==> src/rtl/jgs_pkg.sv <==
// Shared types and constants of the Jacobi grid sweep block.
package jgs_pkg;

    localparam int DATA_W    = 16;
    localparam int SUM_W     = 28;
    localparam int ROWCOL_W  = 6;
    localparam int KIND_W    = 2;
    localparam int CFG_IDX_W = 2;

    // Item kinds.
    localparam logic [KIND_W-1:0] KIND_WRITE = 2'd0;
    localparam logic [KIND_W-1:0] KIND_SWEEP = 2'd1;
    localparam logic [KIND_W-1:0] KIND_READ  = 2'd2;

    // Configuration register indexes.
    localparam logic [CFG_IDX_W-1:0] CFG_EDGE_TOP    = 2'd0;
    localparam logic [CFG_IDX_W-1:0] CFG_EDGE_BOTTOM = 2'd1;
    localparam logic [CFG_IDX_W-1:0] CFG_EDGE_LEFT   = 2'd2;
    localparam logic [CFG_IDX_W-1:0] CFG_EDGE_RIGHT  = 2'd3;

    // Largest value the change sum can hold.
    localparam logic [SUM_W-1:0] SUM_MAX = {SUM_W{1'b1}};

    typedef struct packed {
        logic [DATA_W-1:0] edge_top;
        logic [DATA_W-1:0] edge_bottom;
        logic [DATA_W-1:0] edge_left;
        logic [DATA_W-1:0] edge_right;
    } jgs_edges_t;

    typedef struct packed {
        logic             done;
        logic [SUM_W-1:0] sum;
    } jgs_sweep_stat_t;

endpackage

==> src/rtl/jgs_sweep.sv <==
// Sweep engine: raster read stream, row line buffer, stencil and change accumulation.
module jgs_sweep #(
    parameter int GRID_SIZE = 64
) (
    input  logic                                        aclk,
    input  logic                                        aresetn,
    input  logic                                        start,
    input  jgs_pkg::jgs_edges_t                         edges,
    input  logic [jgs_pkg::DATA_W-1:0]                  rd0_data,
    input  logic [jgs_pkg::DATA_W-1:0]                  rd1_data,
    output logic [$clog2(GRID_SIZE*GRID_SIZE)-1:0]      rd0_addr,
    output logic [$clog2(GRID_SIZE*GRID_SIZE)-1:0]      rd1_addr,
    output logic                                        wr_en,
    output logic [$clog2(GRID_SIZE*GRID_SIZE)-1:0]      wr_addr,
    output logic [jgs_pkg::DATA_W-1:0]                  wr_data,
    output jgs_pkg::jgs_sweep_stat_t                    stat
);
    import jgs_pkg::*;

    localparam int CELLS = GRID_SIZE * GRID_SIZE;
    localparam int AW    = $clog2(CELLS);
    localparam int RW    = $clog2(GRID_SIZE);
    localparam logic [RW-1:0] LAST_IDX = RW'(GRID_SIZE - 1);
    localparam logic [AW-1:0] ROW_STEP = AW'(GRID_SIZE);

    // Issue stage: cell whose center and lower neighbor are read this cycle.
    logic          iss_active_reg;
    logic          iss_flush_reg;
    logic [RW-1:0] iss_row_reg;
    logic [RW-1:0] iss_col_reg;
    logic [AW-1:0] iss_addr_reg;

    // Arrival stage: read data of the issued cell is on the memory outputs.
    logic          s1_valid_reg;
    logic          s1_flush_reg;
    logic [RW-1:0] s1_row_reg;
    logic [RW-1:0] s1_col_reg;
    logic [AW-1:0] s1_addr_reg;

    // Line buffer holding the centers of the previous row.
    logic [DATA_W-1:0] lb_mem [GRID_SIZE];
    logic [DATA_W-1:0] lb_q_reg;

    // Window: the cell being finished and the center to its left.
    logic              h_valid_reg;
    logic [RW-1:0]     h_col_reg;
    logic [AW-1:0]     h_addr_reg;
    logic [DATA_W-1:0] h_cen_reg;
    logic [DATA_W-1:0] h_up_reg;
    logic [DATA_W-1:0] h_dn_reg;
    logic [DATA_W-1:0] h_left_reg;

    // Write-back stage.
    logic              w_valid_reg;
    logic              w_last_reg;
    logic [AW-1:0]     w_addr_reg;
    logic [DATA_W-1:0] w_data_reg;
    logic [DATA_W-1:0] w_old_reg;

    // Accumulation stage.
    logic              d_valid_reg;
    logic              d_last_reg;
    logic [DATA_W:0]   d_abs_reg;
    logic [SUM_W-1:0]  acc_reg;
    logic              done_reg;

    logic [DATA_W-1:0] cen;
    logic [DATA_W-1:0] up;
    logic [DATA_W-1:0] dn;
    logic [DATA_W-1:0] left_nb;
    logic [DATA_W-1:0] right_nb;
    logic [DATA_W+1:0] nb_sum;
    logic [DATA_W:0]   diff;
    logic [DATA_W:0]   diff_abs;
    logic [SUM_W:0]    acc_sum;

    assign rd0_addr = iss_addr_reg;
    assign rd1_addr = (iss_row_reg == LAST_IDX) ? iss_addr_reg : iss_addr_reg + ROW_STEP;

    always_ff @(posedge aclk) begin
        if (!aresetn) begin
            iss_active_reg <= 1'b0;
            iss_flush_reg  <= 1'b0;
        end else if (start) begin
            iss_active_reg <= 1'b1;
            iss_flush_reg  <= 1'b0;
        end else if (iss_active_reg) begin
            if (iss_flush_reg) begin
                iss_active_reg <= 1'b0;
            end else if (iss_row_reg == LAST_IDX && iss_col_reg == LAST_IDX) begin
                iss_flush_reg <= 1'b1;
            end
        end
    end

    always_ff @(posedge aclk) begin
        if (start) begin
            iss_row_reg  <= '0;
            iss_col_reg  <= '0;
            iss_addr_reg <= '0;
        end else if (iss_active_reg && !iss_flush_reg
                     && !(iss_row_reg == LAST_IDX && iss_col_reg == LAST_IDX)) begin
            iss_addr_reg <= iss_addr_reg + AW'(1);
            if (iss_col_reg == LAST_IDX) begin
                iss_col_reg <= '0;
                iss_row_reg <= iss_row_reg + RW'(1);
            end else begin
                iss_col_reg <= iss_col_reg + RW'(1);
            end
        end
    end

    always_ff @(posedge aclk) begin
        if (!aresetn) begin
            s1_valid_reg <= 1'b0;
        end else begin
            s1_valid_reg <= iss_active_reg;
        end
    end

    always_ff @(posedge aclk) begin
        s1_flush_reg <= iss_flush_reg;
        s1_row_reg   <= iss_row_reg;
        s1_col_reg   <= iss_col_reg;
        s1_addr_reg  <= iss_addr_reg;
    end

    // The previous row's center at this column is read as the upper neighbor,
    // then overwritten by this row's center when it arrives.
    always_ff @(posedge aclk) begin
        lb_q_reg <= lb_mem[iss_col_reg];
        if (s1_valid_reg && !s1_flush_reg) begin
            lb_mem[s1_col_reg] <= rd0_data;
        end
    end

    assign cen = rd0_data;
    assign dn  = (s1_row_reg == LAST_IDX) ? edges.edge_bottom : rd1_data;
    assign up  = (s1_row_reg == '0) ? edges.edge_top : lb_q_reg;

    always_ff @(posedge aclk) begin
        if (!aresetn) begin
            h_valid_reg <= 1'b0;
        end else if (start) begin
            h_valid_reg <= 1'b0;
        end else if (s1_valid_reg) begin
            h_valid_reg <= !s1_flush_reg;
        end
    end

    always_ff @(posedge aclk) begin
        if (s1_valid_reg) begin
            h_left_reg <= h_cen_reg;
            h_cen_reg  <= cen;
            h_up_reg   <= up;
            h_dn_reg   <= dn;
            h_col_reg  <= s1_col_reg;
            h_addr_reg <= s1_addr_reg;
        end
    end

    // The held cell is finished once its right neighbor has arrived.
    assign left_nb  = (h_col_reg == '0) ? edges.edge_left : h_left_reg;
    assign right_nb = (h_col_reg == LAST_IDX) ? edges.edge_right : cen;
    assign nb_sum   = {{2{h_up_reg[DATA_W-1]}}, h_up_reg}
                    + {{2{h_dn_reg[DATA_W-1]}}, h_dn_reg}
                    + {{2{left_nb[DATA_W-1]}}, left_nb}
                    + {{2{right_nb[DATA_W-1]}}, right_nb};

    always_ff @(posedge aclk) begin
        if (!aresetn) begin
            w_valid_reg <= 1'b0;
        end else begin
            w_valid_reg <= s1_valid_reg && h_valid_reg;
        end
    end

    always_ff @(posedge aclk) begin
        w_last_reg <= s1_flush_reg;
        w_addr_reg <= h_addr_reg;
        w_data_reg <= nb_sum[DATA_W+1:2];
        w_old_reg  <= h_cen_reg;
    end

    assign wr_en   = w_valid_reg;
    assign wr_addr = w_addr_reg;
    assign wr_data = w_data_reg;

    assign diff     = {w_data_reg[DATA_W-1], w_data_reg} - {w_old_reg[DATA_W-1], w_old_reg};
    assign diff_abs = diff[DATA_W] ? (~diff + (DATA_W+1)'(1)) : diff;

    always_ff @(posedge aclk) begin
        if (!aresetn) begin
            d_valid_reg <= 1'b0;
            d_last_reg  <= 1'b0;
            done_reg    <= 1'b0;
        end else begin
            d_valid_reg <= w_valid_reg;
            d_last_reg  <= w_valid_reg && w_last_reg;
            done_reg    <= d_valid_reg && d_last_reg;
        end
    end

    always_ff @(posedge aclk) begin
        d_abs_reg <= diff_abs;
    end

    assign acc_sum = {1'b0, acc_reg} + (SUM_W+1)'(d_abs_reg);

    always_ff @(posedge aclk) begin
        if (start) begin
            acc_reg <= '0;
        end else if (d_valid_reg) begin
            acc_reg <= acc_sum[SUM_W] ? SUM_MAX : acc_sum[SUM_W-1:0];
        end
    end

    assign stat.done = done_reg;
    assign stat.sum  = acc_reg;

endmodule

==> config.mk <==
export PLATFORM = sky130hd
export DESIGN_NAME = jgs_sweep
export DESIGN_NICKNAME = d
export VERILOG_FILES = /design/src/rtl/jgs_pkg.sv /design/src/rtl/jgs_sweep.sv
export SDC_FILE = /design/constraint.sdc
export NUM_CORES = 2
export LEC_CHECK = 0
export BUFFER_PORTS_ARGS = -buffer_cell sky130_fd_sc_hd__buf_2
export CORE_MARGIN = 2
export CORE_UTILIZATION = 60
export DETAILED_ROUTE_END_ITERATION = 12
export PLACE_DENSITY = 0.87
export RECOVER_POWER = 25
export REMOVE_ABC_BUFFERS = 1
export SYNTH_ARGS = -nofsm -noshare
export SYNTH_HDL_FRONTEND = slang
export SYNTH_SLANG_ARGS = --single-unit
==> constraint.sdc <==
create_clock -name aclk -period 5.8 [get_ports aclk]
set_clock_uncertainty 0.05 [all_clocks]
set_input_delay 0.29 -clock aclk [delete_from_list [all_inputs] [get_ports aclk]]
set_output_delay 0.29 -clock aclk [all_outputs]
set_load 0.01 [all_outputs]
==> results.json <==
{
  "drt_wl_total_mm": 137,
  "postSynthAreaPerCell_um2": 19.8,
  "critical_path.max_stage_delay_ns": 0.48,
  "slowest_stage": "fa_1",
  "start_util_pct": 60.4,
  "overflow": 0,
  "die_x_um": 294,
  "synth_top_family_by_area": "multiplexers",
  "leakage_uw": 0.0189,
  "viasPerCell": 6.80,
  "finalHoldWorstSlack_ns": 0.212,
  "cts_max_level": 3,
  "synth_xor_area_share_pct": 1.37,
  "drv_slew": 510,
  "violations": "max-capacitance violations, max-slew violations",
  "synth_compound_area_share_pct": 2.06,
  "synth-seq-cells": 1269,
  "crit_type": "flip-flop to flip-flop",
  "dpl-instance-area_mm2": 0.0528,
  "peakVddDrop_uv": 361,
  "p_switching_uw": 4910,
  "status": "complete, but fails checks",
  "synthAdderAreaFrac_pct": 2.71,
  "synthFlopType": "edfxtp_1",
  "p_clk_share_pct": 38.1,
  "drt_pass1_iterations": 5,
  "cts_sinks": 1269,
  "fin_nets": 3039,
  "cp.arrival_ns": 5.78,
  "grt_max_degree": 160,
  "grt_pass1_vias": 28300,
  "num_rows": 106,
  "design_area_mm2": 0.0570,
  "numPortBuffers": 180,
  "post-route-drc-count": 0,
  "clock_path_buffers": 3,
  "swShare_pct": 24.3,
  "p_seq_share_pct": 50.7,
  "globalRouteTotalUtil_pct": 32.3,
  "grt_pass1_wl_mm": 197,
  "worst_pin_slew_ns": 3.26,
  "dp_hpwl_mm": 73.1,
  "final.setup.worst_slack_ns": 0.603,
  "cts_tree": "yes",
  "syn_area_mm2": 0.0503,
  "fin_crit_sh_pct": 89.6,
  "syn_inst": 2537,
  "rsz0062_at_grt": "no",
  "largest_reg_flops": 1024,
  "synth_edf_count": 1106,
  "post_cts_resized": 0,
  "fin_tns_setup_ns": 0,
  "antenna_found_initial": 13,
  "finalHoldViolations": 0,
  "cts-buffers-inserted": 118,
  "finalSetupViolCount": 0,
  "async_flop_share_pct": 0,
  "drive_above_1_share_pct": 27.4,
  "crit_chain": "nor4_1 -> nand2_1 -> buf_4 -> mux2i_1 -> fa_1 -> inv_1 -> fa_1 -> nor3b_1 -> fa_1 -> a21o_1 -> a21oi_1 -> o211ai_1 -> a31oi_1 -> o21ai_0 -> o41ai_1 -> o21bai_1 -> a21oi_1 -> xnor2_1",
  "die_height_um": 294,
  "synthMuxAreaShare_pct": 16.6,
  "clock.fmax_mhz": 192,
  "coreArea_mm2": 0.0834,
  "gp_congestion": 0.945,
  "critPathMostFrequentCell": "fa_1",
  "vias": 27400,
  "critical_path.max_fanout": 16,
  "yosysWarnings": 0,
  "combPwrFrac_pct": 11.3,
  "syn_to_final_growth_pct": 13.2,
  "ios": 181,
  "cap_violations": 11,
  "internal-power_uw": 15300,
  "wl_per_cell_um": 33.9,
  "hold_path.class": "primary input to flip-flop",
  "p_per_area_mw_per_mm2": 354,
  "synthSimpleGateAreaFrac_pct": 3.01,
  "dieArea_mm2": 0.0862,
  "place_ws_ns": 0.731,
  "initialDrtViolationCount": 3970,
  "postCtsSetupBuffers": 0,
  "slew-limit-headroom_pct": -118,
  "clkSlewWorstSetupHoldPaths_ns": 0.07,
  "timing.final.crit_period_ns": 5.20,
  "required_ns": 6.38,
  "synth.distinct_cells": 69,
  "worstSkewPairLatency_ns": 0.71,
  "cts-root-buf": "clkbuf_16",
  "seq_area_frac_synth_pct": 72.4,
  "ant_nets": 0,
  "worst_setup_path_end_kind": "flip-flop",
  "crit_path_start_kind": "flip-flop"
}
==> power by group through the flow <==
stage,clock (uW),sequential (uW),combinational (uW)
6_report,7690,10200,2280
5_1_grt,8040,10300,2460
4_1_cts,7660,10200,2240
3_5_place_dp,0,10400,2180
3_3_place_gp,0,10400,2070
2_1_floorplan,0,10500,1620
==> cell type report <==
type | count | area, um^2
fill | 4794 | 26400
tap | 1080 | 1350
sequential | 1269 | 36500
multi-input combinational | 1052 | 13000
clock inverter | 82 | 679
antenna | 4 | 10.0
clock buffer | 140 | 3090
inverter | 105 | 394
timing repair buffer | 306 | 1990
==> routing by layer <==
metal	up-vias	track usage, %	share of wire (%)
met5	-	0	0.069
met1	13900	40.4	32
met2	2248	53.8	50
met3	473	7.30	12
li1	10800	-	-
met4	14	16.1	5.7
==> synthesized netlist by cell type, types with 25 or more instances <==
cell type | instances | share of area, %
inv_1 | 105 | 0.78
o21ai_0 | 28 | 0.28
nand3_1 | 26 | 0.26
ha_1 | 53 | 1.3
mux4_2 | 336 | 15
edfxtp_1 | 1106 | 66
buf_2 | 25 | 0.25
mux2_2 | 35 | 0.78
a211oi_1 | 25 | 0.37
xor2_1 | 28 | 0.49
clkbuf_1 | 58 | 0.43
dfxtp_1 | 163 | 6.5
a21oi_1 | 36 | 0.36
xnor2_1 | 51 | 0.89
nor2_1 | 149 | 1.1
fa_1 | 35 | 1.4
nand2_1 | 45 | 0.34
mux2i_1 | 39 | 0.78
==> through the flow <==
stage               utilization, %  instances  power (uW)
floorplan                        -       2426       12100
global placement              63.2       3759       12500
detailed placement            63.2       3759       12600
CTS                           68.4       4034       20100
global route                  68.3       4034       20700
finish                        68.3       4038       20200
==> worst paths after layout <==
check / startpoint / endpoint / slack [ns] / cells after the start
setup reg to reg: h_col_reg[2] / wr_data[15] / 0.60 / 18
setup / recovery: h_col_reg[2] / wr_data[15] / 0.60 / 18
hold reg to reg: h_addr_reg[1] / wr_addr[1] / 0.29 / 0
hold / removal: start / acc_reg[23] / 0.21 / 2
==> layout by cell type (no fill, tap or decap), drive strengths merged, types with 7 or more instances in the layout <==
master	n
mux4	336
dfxtp	163
nor2b	13
nand4	15
mux2	35
a21oi	37
and3	12
nor3	20
nand3	26
edfxtp	1106
or3	7
buf	234
xnor2	51
xor2	28
ha	53
a31oi	7
nand2	45
mux2i	39
clkbuf	159
a211oi	27
bufinv	9
clkinv	64
inv	109
a21o	13
fa	35
nor2	150
o31ai	7
dlygate4sd3	53
o21ai	29
==> cell families after synthesis <==
logic type               Yosys count
AO/OA/AOI/OAI                    154
multiplexers                     410
buffers and inverters            216
adder cells (fa/ha/maj)           88
flip-flops                      1269
AND/OR/NAND/NOR                  321
XOR/XNOR                          79
==> critical path, delay by kind of cell (launching register included) <==
family / cells / cell delay (ns)
AO/OA/AOI/OAI: 8 / 1.95
XOR/XNOR: 1 / 0.14
adder cells (fa/ha/maj): 3 / 1.36
buffers and inverters: 2 / 0.34
flip-flops: 1 / 0.40
multiplexers: 1 / 0.24
AND/OR/NAND/NOR: 3 / 0.63
==> repair_timing <==
action | 4_1_cts | 5_1_grt
setup endpoints to repair | 0 | 0
hold buffers | 53 | 0
hold endpoints to repair | 66 | 0
Note: power is estimated with default switching activity, not from simulation.
